$ cat config.mk
export PLATFORM = sky130hd
export DESIGN_NAME = grouped_handle_table_unit
export DESIGN_NICKNAME = d
export VERILOG_FILES = /design/src/sv/ght_pkg.sv /design/src/sv/grouped_handle_table_unit.sv /design/src/sv/ght_alu.sv
export SDC_FILE = /design/constraint.sdc
export NUM_CORES = 2
export LEC_CHECK = 0
export BUFFER_PORTS_ARGS = -buffer_cell sky130_fd_sc_hd__buf_2
export CORE_ASPECT_RATIO = 0.7
export CORE_MARGIN = 2
export CORE_UTILIZATION = 45
export DETAILED_ROUTE_END_ITERATION = 6
export PLACE_DENSITY = 0.61
export RECOVER_POWER = 100
export SLEW_MARGIN = 20
export SYNTH_ARGS = -nofsm -noshare
export SYNTH_HDL_FRONTEND = slang
export SYNTH_HIERARCHICAL = 1
export SYNTH_SLANG_ARGS = --single-unit
$ cat constraint.sdc
create_clock -name i_clk -period 7.5 [get_ports i_clk]
set_input_delay 0.75 -clock i_clk [delete_from_list [all_inputs] [get_ports i_clk]]
set_output_delay 0.75 -clock i_clk [all_outputs]
set_load 0.02 [all_outputs]
$ cat src/sv/ght_pkg.sv
// Package for the grouped handle table: sizes, operation and status codes,
// and the operand/result records of the shared group-scan unit.
// No dependencies.
package ght_pkg;

    localparam int HANDLES  = 64;
    localparam int GROUPS   = 16;
    localparam int HW       = 6;   // handle and position width
    localparam int GW       = 4;   // group index width
    localparam int SW       = 7;   // group size / running sum width
    localparam int KW       = 32;  // group key width

    typedef enum logic [1:0] {
        KIND_ADD    = 2'd0,
        KIND_REMOVE = 2'd1,
        KIND_LOOKUP = 2'd2,
        KIND_SPARE  = 2'd3
    } t_kind;

    typedef enum logic [1:0] {
        ST_OK         = 2'd0,
        ST_HMAP_FULL  = 2'd1,
        ST_GROUP_FULL = 2'd2,
        ST_BAD_HANDLE = 2'd3
    } t_status;

    // Operands of one group-scan step
    typedef struct packed {
        logic [SW-1:0] acc;     // start position of the group
        logic [SW-1:0] size;    // size of the group
        logic [HW-1:0] pos;     // position being located
        logic [KW-1:0] key_a;   // stored key of the group
        logic [KW-1:0] key_b;   // key being searched
    } t_alu_in;

    typedef struct packed {
        logic [SW-1:0] sum;     // start of the next group
        logic          in_range;
        logic          key_eq;
    } t_alu_out;

endpackage

$ cat src/sv/grouped_handle_table_unit.sv
// Grouped handle table: top level with sequencer, handle state and
// position memory. Depends on ght_pkg and ght_alu.
//
// One transaction is worked on at a time; o_stall is high from acceptance
// until the result has been taken. The time a transaction takes is set by
// the scan for the lowest free handle on add, by the walk over the group
// table through one shared adder/compare unit, and, for add and remove, by
// the walk over the 64-entry position memory, one entry per cycle on its
// single read and write port.
module grouped_handle_table_unit import ght_pkg::*; (
    input  logic          i_clk,
    input  logic          i_rst_n,
    input  logic          i_valid,
    output logic          o_stall,
    input  logic [1:0]    i_kind,
    input  logic [KW-1:0] i_group_key,
    input  logic [HW-1:0] i_handle_in,
    output logic          o_valid,
    input  logic          i_stall,
    output logic [1:0]    o_status,
    output logic [HW-1:0] o_handle_out,
    output logic [HW-1:0] o_position,
    output logic [HW-1:0] o_move_count,
    output logic [GW-1:0] o_group_slot,
    output logic          o_any_entries
);

    typedef enum logic [3:0] {
        S_IDLE, S_HSCAN, S_HREAD, S_GSCAN, S_GDECIDE,
        S_GSHIFT, S_SWEEP, S_FINISH, S_OUT
    } t_state;

    t_state         r_state;
    t_kind          r_kind;
    t_status        r_status;
    logic [KW-1:0]  r_key;
    logic [HW-1:0]  r_hin;
    logic [HW-1:0]  r_h;
    logic [HW-1:0]  r_hout;
    logic [HW:0]    r_i;
    logic [GW:0]    r_g;
    logic [GW:0]    r_total;
    logic [SW-1:0]  r_acc;
    logic           r_found;
    logic [GW-1:0]  r_slot;
    logic [SW-1:0]  r_slot_size;
    logic [HW-1:0]  r_pos;
    logic [HW-1:0]  r_moves;
    logic           r_valid;
    logic [HANDLES-1:0] r_used;
    logic [KW-1:0]  r_keys  [GROUPS];
    logic [SW-1:0]  r_sizes [GROUPS];

    // Position memory
    logic [HW-1:0]  r_hpos_mem [HANDLES];
    logic [HW-1:0]  r_hpos_rd;

    logic [GW:0]    w_gnext;
    logic [GW-1:0]  w_gidx;
    logic [HW:0]    w_prev;
    logic [HW-1:0]  w_entry;
    logic           w_hit;
    logic [HW-1:0]  w_rd_addr;
    logic           w_we;
    logic [HW-1:0]  w_waddr;
    logic [HW-1:0]  w_wdata;
    logic           w_is_add;
    t_alu_in        w_alu_in;
    t_alu_out       w_alu_out;

    ght_alu u_alu (
        .i_op  (w_alu_in),
        .o_res (w_alu_out)
    );

    // Group table read index: shift reads one slot above the write
    always_comb begin
        w_gnext  = r_g + 1'b1;
        w_gidx   = (r_state == S_GSHIFT) ? w_gnext[GW-1:0] : r_g[GW-1:0];
        w_is_add = (r_kind == KIND_ADD);
        w_alu_in.acc   = r_acc;
        w_alu_in.size  = r_sizes[w_gidx];
        w_alu_in.pos   = r_pos;
        w_alu_in.key_a = r_keys[w_gidx];
        w_alu_in.key_b = r_key;
    end

    // Position sweep: read entry i, update entry i-1 from last read data
    always_comb begin
        w_prev    = r_i - 1'b1;
        w_entry   = w_prev[HW-1:0];
        w_hit     = r_used[w_entry] &&
                    (w_is_add ? (r_hpos_rd >= r_pos) : (r_hpos_rd > r_pos));
        w_rd_addr = (r_state == S_IDLE) ? i_handle_in : r_i[HW-1:0];
        w_we      = 1'b0;
        w_waddr   = w_entry;
        w_wdata   = w_is_add ? r_hpos_rd + 1'b1 : r_hpos_rd - 1'b1;
        if (r_state == S_SWEEP && r_i != '0 && w_hit) begin
            w_we = 1'b1;
        end else if (r_state == S_FINISH) begin
            w_we    = 1'b1;
            w_waddr = r_h;
            w_wdata = r_pos;
        end
    end

    always_ff @(posedge i_clk) begin
        if (w_we) begin
            r_hpos_mem[w_waddr] <= w_wdata;
        end
        r_hpos_rd <= r_hpos_mem[w_rd_addr];
    end

    // Sequencer
    always_ff @(posedge i_clk) begin
        if (!i_rst_n) begin
            r_state <= S_IDLE;
            r_valid <= 1'b0;
            r_used  <= '0;
            r_total <= '0;
        end else begin
            unique case (r_state)
                S_IDLE: begin
                    if (i_valid) begin
                        r_kind  <= t_kind'(i_kind);
                        r_key   <= i_group_key;
                        r_hin   <= i_handle_in;
                        r_i     <= '0;
                        r_g     <= '0;
                        r_acc   <= '0;
                        r_found <= 1'b0;
                        if (t_kind'(i_kind) == KIND_ADD) begin
                            r_state <= S_HSCAN;
                        end else if (!r_used[i_handle_in]) begin
                            r_status <= ST_BAD_HANDLE;
                            r_hout   <= i_handle_in;
                            r_pos    <= '0;
                            r_moves  <= '0;
                            r_slot   <= '0;
                            r_valid  <= 1'b1;
                            r_state  <= S_OUT;
                        end else begin
                            r_state <= S_HREAD;
                        end
                    end
                end
                // lowest free handle, one per cycle
                S_HSCAN: begin
                    if (!r_used[r_i[HW-1:0]]) begin
                        r_h     <= r_i[HW-1:0];
                        r_state <= S_GSCAN;
                    end else if (r_i == (HW+1)'(HANDLES - 1)) begin
                        r_status <= ST_HMAP_FULL;
                        r_hout   <= '0;
                        r_pos    <= '0;
                        r_moves  <= '0;
                        r_slot   <= '0;
                        r_valid  <= 1'b1;
                        r_state  <= S_OUT;
                    end else begin
                        r_i <= r_i + 1'b1;
                    end
                end
                S_HREAD: begin
                    r_pos   <= r_hpos_rd;
                    r_state <= S_GSCAN;
                end
                // walk groups: key match for add, range match otherwise
                S_GSCAN: begin
                    if (r_g == r_total) begin
                        r_state <= S_GDECIDE;
                    end else begin
                        r_acc <= w_alu_out.sum;
                        r_g   <= w_gnext;
                        if (!r_found) begin
                            if (w_is_add && w_alu_out.key_eq) begin
                                r_found     <= 1'b1;
                                r_slot      <= r_g[GW-1:0];
                                r_slot_size <= w_alu_in.size;
                                r_pos       <= w_alu_out.sum[HW-1:0];
                            end else if (!w_is_add && w_alu_out.in_range) begin
                                r_found     <= 1'b1;
                                r_slot      <= r_g[GW-1:0];
                                r_slot_size <= w_alu_in.size;
                            end
                        end
                    end
                end
                S_GDECIDE: begin
                    r_i <= '0;
                    if (w_is_add) begin
                        if (!r_found && r_total == (GW+1)'(GROUPS)) begin
                            r_status <= ST_GROUP_FULL;
                            r_hout   <= '0;
                            r_pos    <= '0;
                            r_moves  <= '0;
                            r_slot   <= '0;
                            r_valid  <= 1'b1;
                            r_state  <= S_OUT;
                        end else if (r_found) begin
                            r_hout   <= r_h;
                            r_status <= ST_OK;
                            r_sizes[r_slot] <= r_slot_size + 1'b1;
                            r_moves <= r_acc[HW-1:0] - r_pos;
                            r_state <= S_SWEEP;
                        end else begin
                            r_hout   <= r_h;
                            r_status <= ST_OK;
                            r_keys[r_total[GW-1:0]]  <= r_key;
                            r_sizes[r_total[GW-1:0]] <= SW'(1);
                            r_slot  <= r_total[GW-1:0];
                            r_pos   <= r_acc[HW-1:0];
                            r_moves <= '0;
                            r_total <= r_total + 1'b1;
                            r_state <= S_SWEEP;
                        end
                    end else begin
                        r_hout <= r_hin;
                        if (!r_found) begin
                            r_status <= ST_BAD_HANDLE;
                            r_pos    <= '0;
                            r_moves  <= '0;
                            r_slot   <= '0;
                            r_valid  <= 1'b1;
                            r_state  <= S_OUT;
                        end else if (r_kind != KIND_REMOVE) begin
                            r_status <= ST_OK;
                            r_moves  <= '0;
                            r_valid  <= 1'b1;
                            r_state  <= S_OUT;
                        end else begin
                            r_status      <= ST_OK;
                            r_moves       <= r_acc[HW-1:0] - r_pos - 1'b1;
                            r_used[r_hin] <= 1'b0;
                            if (r_slot_size <= SW'(1)) begin
                                r_g     <= {1'b0, r_slot};
                                r_state <= S_GSHIFT;
                            end else begin
                                r_sizes[r_slot] <= r_slot_size - 1'b1;
                                r_state         <= S_SWEEP;
                            end
                        end
                    end
                end
                // close the gap of an emptied group
                S_GSHIFT: begin
                    if (w_gnext < r_total) begin
                        r_keys[r_g[GW-1:0]]  <= w_alu_in.key_a;
                        r_sizes[r_g[GW-1:0]] <= w_alu_in.size;
                        r_g <= w_gnext;
                    end else begin
                        r_total <= r_total - 1'b1;
                        r_i     <= '0;
                        r_state <= S_SWEEP;
                    end
                end
                S_SWEEP: begin
                    if (r_i == (HW+1)'(HANDLES)) begin
                        if (w_is_add) begin
                            r_state <= S_FINISH;
                        end else begin
                            r_valid <= 1'b1;
                            r_state <= S_OUT;
                        end
                    end else begin
                        r_i <= r_i + 1'b1;
                    end
                end
                S_FINISH: begin
                    r_used[r_h] <= 1'b1;
                    r_valid     <= 1'b1;
                    r_state     <= S_OUT;
                end
                S_OUT: begin
                    if (!i_stall) begin
                        r_valid <= 1'b0;
                        r_state <= S_IDLE;
                    end
                end
                default: r_state <= S_IDLE;
            endcase
        end
    end

    assign o_stall       = (r_state != S_IDLE);
    assign o_valid       = r_valid;
    assign o_status      = r_status;
    assign o_handle_out  = r_hout;
    assign o_position    = r_pos;
    assign o_move_count  = r_moves;
    assign o_group_slot  = r_slot;
    assign o_any_entries = (r_total != '0);

    // A pending result keeps the input side closed
    a_busy_out: assert property (@(posedge i_clk) disable iff (!i_rst_n)
        o_valid |-> o_stall)
        else $error("result pending while input open");

    // Group count never exceeds the table
    a_total: assert property (@(posedge i_clk) disable iff (!i_rst_n)
        r_total <= (GW+1)'(GROUPS))
        else $error("group count overflow");

    // A taken result is not shown again
    a_once: assert property (@(posedge i_clk) disable iff (!i_rst_n)
        (o_valid && !i_stall) |=> !o_valid)
        else $error("result repeated");

endmodule

$ cat src/sv/ght_alu.sv
// Shared group-scan unit: running position adder, range compare, key compare.
// Depends on ght_pkg.
module ght_alu import ght_pkg::*; (
    input  t_alu_in  i_op,
    output t_alu_out o_res
);

    logic [SW-1:0] w_pos_ext;

    // One group step: next start, is pos inside this group, does the key match
    always_comb begin
        w_pos_ext       = {1'b0, i_op.pos};
        o_res.sum       = i_op.acc + i_op.size;
        o_res.in_range  = (w_pos_ext >= i_op.acc) && (w_pos_ext < o_res.sum);
        o_res.key_eq    = (i_op.key_a == i_op.key_b);
    end

endmodule
==> summary.md <==
| Metric | Value |
|---|---|
| Status | `finished with violations` |
| Failing checks | `max-capacitance violations, max-slew violations` |
| Initial core utilization | `0.454` |
| Post-DRT Antenna Nets | `0` |
| Final hold vios | `0` |
| Yosys top cell by area | `edfxtp_1` |
| RSZ-0062 raised after global routing | `false` |
| Period minus WS final | `7.04 ns` |
| Die ar. | `116000 um^2` |
| H-tree lvl count | `3` |
| Ports | `71` |
| GP Congestion | `0.876` |
| Synth Register Bits | `1185` |
| Drt pass-1 iters | `6` |
| Post-CTS Hold Fix Bufs | `0` |
| Final HPWL DP | `80400 um` |
| Number of standard cells after synthesis | `3176` |
| Critical path launch point type | `flop` |
| Fin Clk Skew | `0.0253 ns` |
| Post-synth cell types | `86` |
| WP data required | `7.87 ns` |
| Post-synth EDFFs | `1105` |
| Max Cap Viol | `20` |
| Warnings, synthesis | `6` |
| P_leak | `18.4 nW` |
| CTS Sinks | `1185` |
| Reg2Reg Launch Point | `r_g[0]` |
| Tot Pwr | `22.3 mW` |
| Post-CTS Resized | `0` |
| Synth top area share | `0.649` |
| Via count | `30156` |
| Worst slew margin | `-1.19` |
| Final worst path period share | `0.939` |
| CTS max path bufs | `3` |
| Critical Path Sink | `r_keys[9][14]` |
| Worst Max-Slew Pin Slew | `3.28 ns` |
| Power per cell area | `391 nW/um^2` |
| Syn avg cell area | `16.1 um^2` |
| Reg clk slew, reported paths | `0.07 ns` |
| Port Buffers | `70` |
| GRT Resource Usage Total | `0.227` |
| Initial antenna violation count | `3` |
| Largest net degree at the start of global routing | `129` |
| Placement Rows | `103` |
| CTS Buf Count | `114` |
| Sequential share of the synthesized area | `0.681` |
| Die X | `407 um` |
| Die Y | `286 um` |
| DR iter-0 viols | `3879` |
| Synth top area cells | `edfxtp_1, mux4_2, dfxtp_1, nand2_1, mux2i_1` |
| R2r endpoint | `r_keys[9][14]` |
| First-pass GRT wire length | `196000 um` |
| # diodes | `0` |
| VDD IR max | `0.483 mV` |
| Ys flop type | `edfxtp_1` |
| R2R cell count | `12` |
| Max-slew violations | `815` |
| Endpoints failing setup | `0` |
| # nets final | `3345` |
| Arr. time, crit path | `7.42 ns` |
| Post-synth top cells | `edfxtp_1, nand2_1, mux4_2, nor2_1, clkbuf_1` |
| Fraction of registers with async set/reset | `0` |
| Core area | `113000 um^2` |
| Post-CTS setup buffer count | `0` |
| Syn Nets | `3272` |
| CTS tree | `yes` |
| Most numerous cell in the Yosys netlist | `edfxtp_1` |
| Area growth syn-to-layout | `11.3%` |
| Post-DR vias/cell | `6.20` |
| Clock latency on the worst-skew pair | `0.72 ns` |
| Max Clock Freq | `142 MHz` |
| HP Class | `in2reg` |
| CP Launch Point | `r_g[0]` |
| Worst R2R Setup Slack | `0.46 ns` |
| Overflow after GRT | `0` |
| Drc violations | `0` |
| Clock root buffer | `clkbuf_16` |
| Post-Syn Area | `51100 um^2` |
| Critical path start-end classification | `reg2reg` |
| Vias in the first global route | `29523` |
| DR WL/cell | `27.3 um` |
| Share of cells above drive strength 1 | `0.175` |
| CP Max Fanout | `43` |
| Fin Setup TNS | `0 ns` |
| Critical Path Sink Type | `flop` |
| WL final | `133000 um` |
-- worst min-delay path by stage --
stage	end	from	slack (ns)	cells after the start
3_5_place_dp	o_valid	o_valid	0.47	2
3_3_place_gp	o_valid	o_valid	0.48	2
4_1_cts	r_key[25]	i_group_key[25]	0.16	1
2_1_floorplan	r_h[2]	r_i[2]	0.42	0
6_report	r_key[25]	i_group_key[25]	0.21	1
5_1_grt	r_key[3]	i_group_key[3]	0.17	1
-- cell families after synthesis --
group / synth area share
simple gates: 0.0722
compound gates: 0.0550
xor+xnor: 0.0143
flops: 0.681
mux: 0.141
fa+ha+maj: 0.0133
buf+inv: 0.0231
-- report_power, final --
part	switching, mW	internal [mW]	leakage (nW)
logic	5.01	2.61	5.94
registers	0.299	8.49	10.6
clock network	2.51	3.33	1.85
total	7.82	14.4	18.4
-- cells in the final DEF, fill, tap and decap left out, types with 29 or more instances in the layout --
cell,Yosys,layout
mux4_2,274,274
mux2i_1,90,87
clkbuf_16,0,116
ha_1,48,48
inv_1,59,58
nand4_1,30,30
buf_4,16,29
nand3_1,76,75
a21oi_1,96,94
clkbuf_1,108,92
dfxtp_1,80,80
nor3_1,96,95
o21ai_0,102,99
nand2_1,348,348
xor2_1,51,51
nor2_1,140,123
edfxtp_1,1105,1105
-- stage by stage --
| stage | std cells | instance area, um^2 | hold WS, ns | setup WS [ns] | utilization |
|---|---|---|---|---|---|
| after global routing | 4867 | 56900 | 0.168 | 0.158 | 0.505 |
| after floorplan | 3176 | 51100 | 0.421 | 2.10 | - |
| after CTS | 4867 | 57200 | 0.163 | 0.716 | 0.508 |
| after detailed placement | 4655 | 53400 | 0.466 | 0.736 | 0.474 |
| final | 4867 | 56900 | 0.207 | 0.456 | 0.505 |
| after global placement | 4655 | 53300 | 0.482 | 0.924 | 0.474 |
-- state kept, by name, indices dropped and copies added (netlist names), 6 cells and up --
name,cells
o_handle_out,6
o_move_count,6
o_position,6
r_acc,7
r_h,6
r_hin,6
r_hpos_mem,384
r_hpos_rd,6
r_i,7
r_key,32
r_keys,512
r_sizes,112
r_slot_size,7
r_used,64
-- critical path, stage by stage, from the launching register on --
cell	delay [ns]
edfxtp_1	0.70
ha_1	0.35
ha_1	0.28
nor2b_1	0.14
o21a_1	0.13
o21a_1	0.12
o21ai_0	0.25
nand3_2	0.16
clkbuf_1	2.02
a31oi_1	0.51
clkbuf_1	0.35
nor2_2	1.12
buf_4	0.53
-- area by class of cell --
| type | count | area [um^2] |
|---|---|---|
| clock buffer | 134 | 2980 |
| clock inverter | 78 | 818 |
| fill | 9325 | 55800 |
| inverter | 62 | 238 |
| multi-input combinational | 1736 | 15400 |
| sequential | 1185 | 34800 |
| tap | 1522 | 1900 |
| timing repair buffer | 150 | 792 |
-- per-layer routing --
layer  routed length (um)  track usage
met3                12500       0.0455
met2                58600        0.331
met4                 3140       0.0556
met1                58700        0.351
met5                    8            0
(Power assumes the default switching activity.)
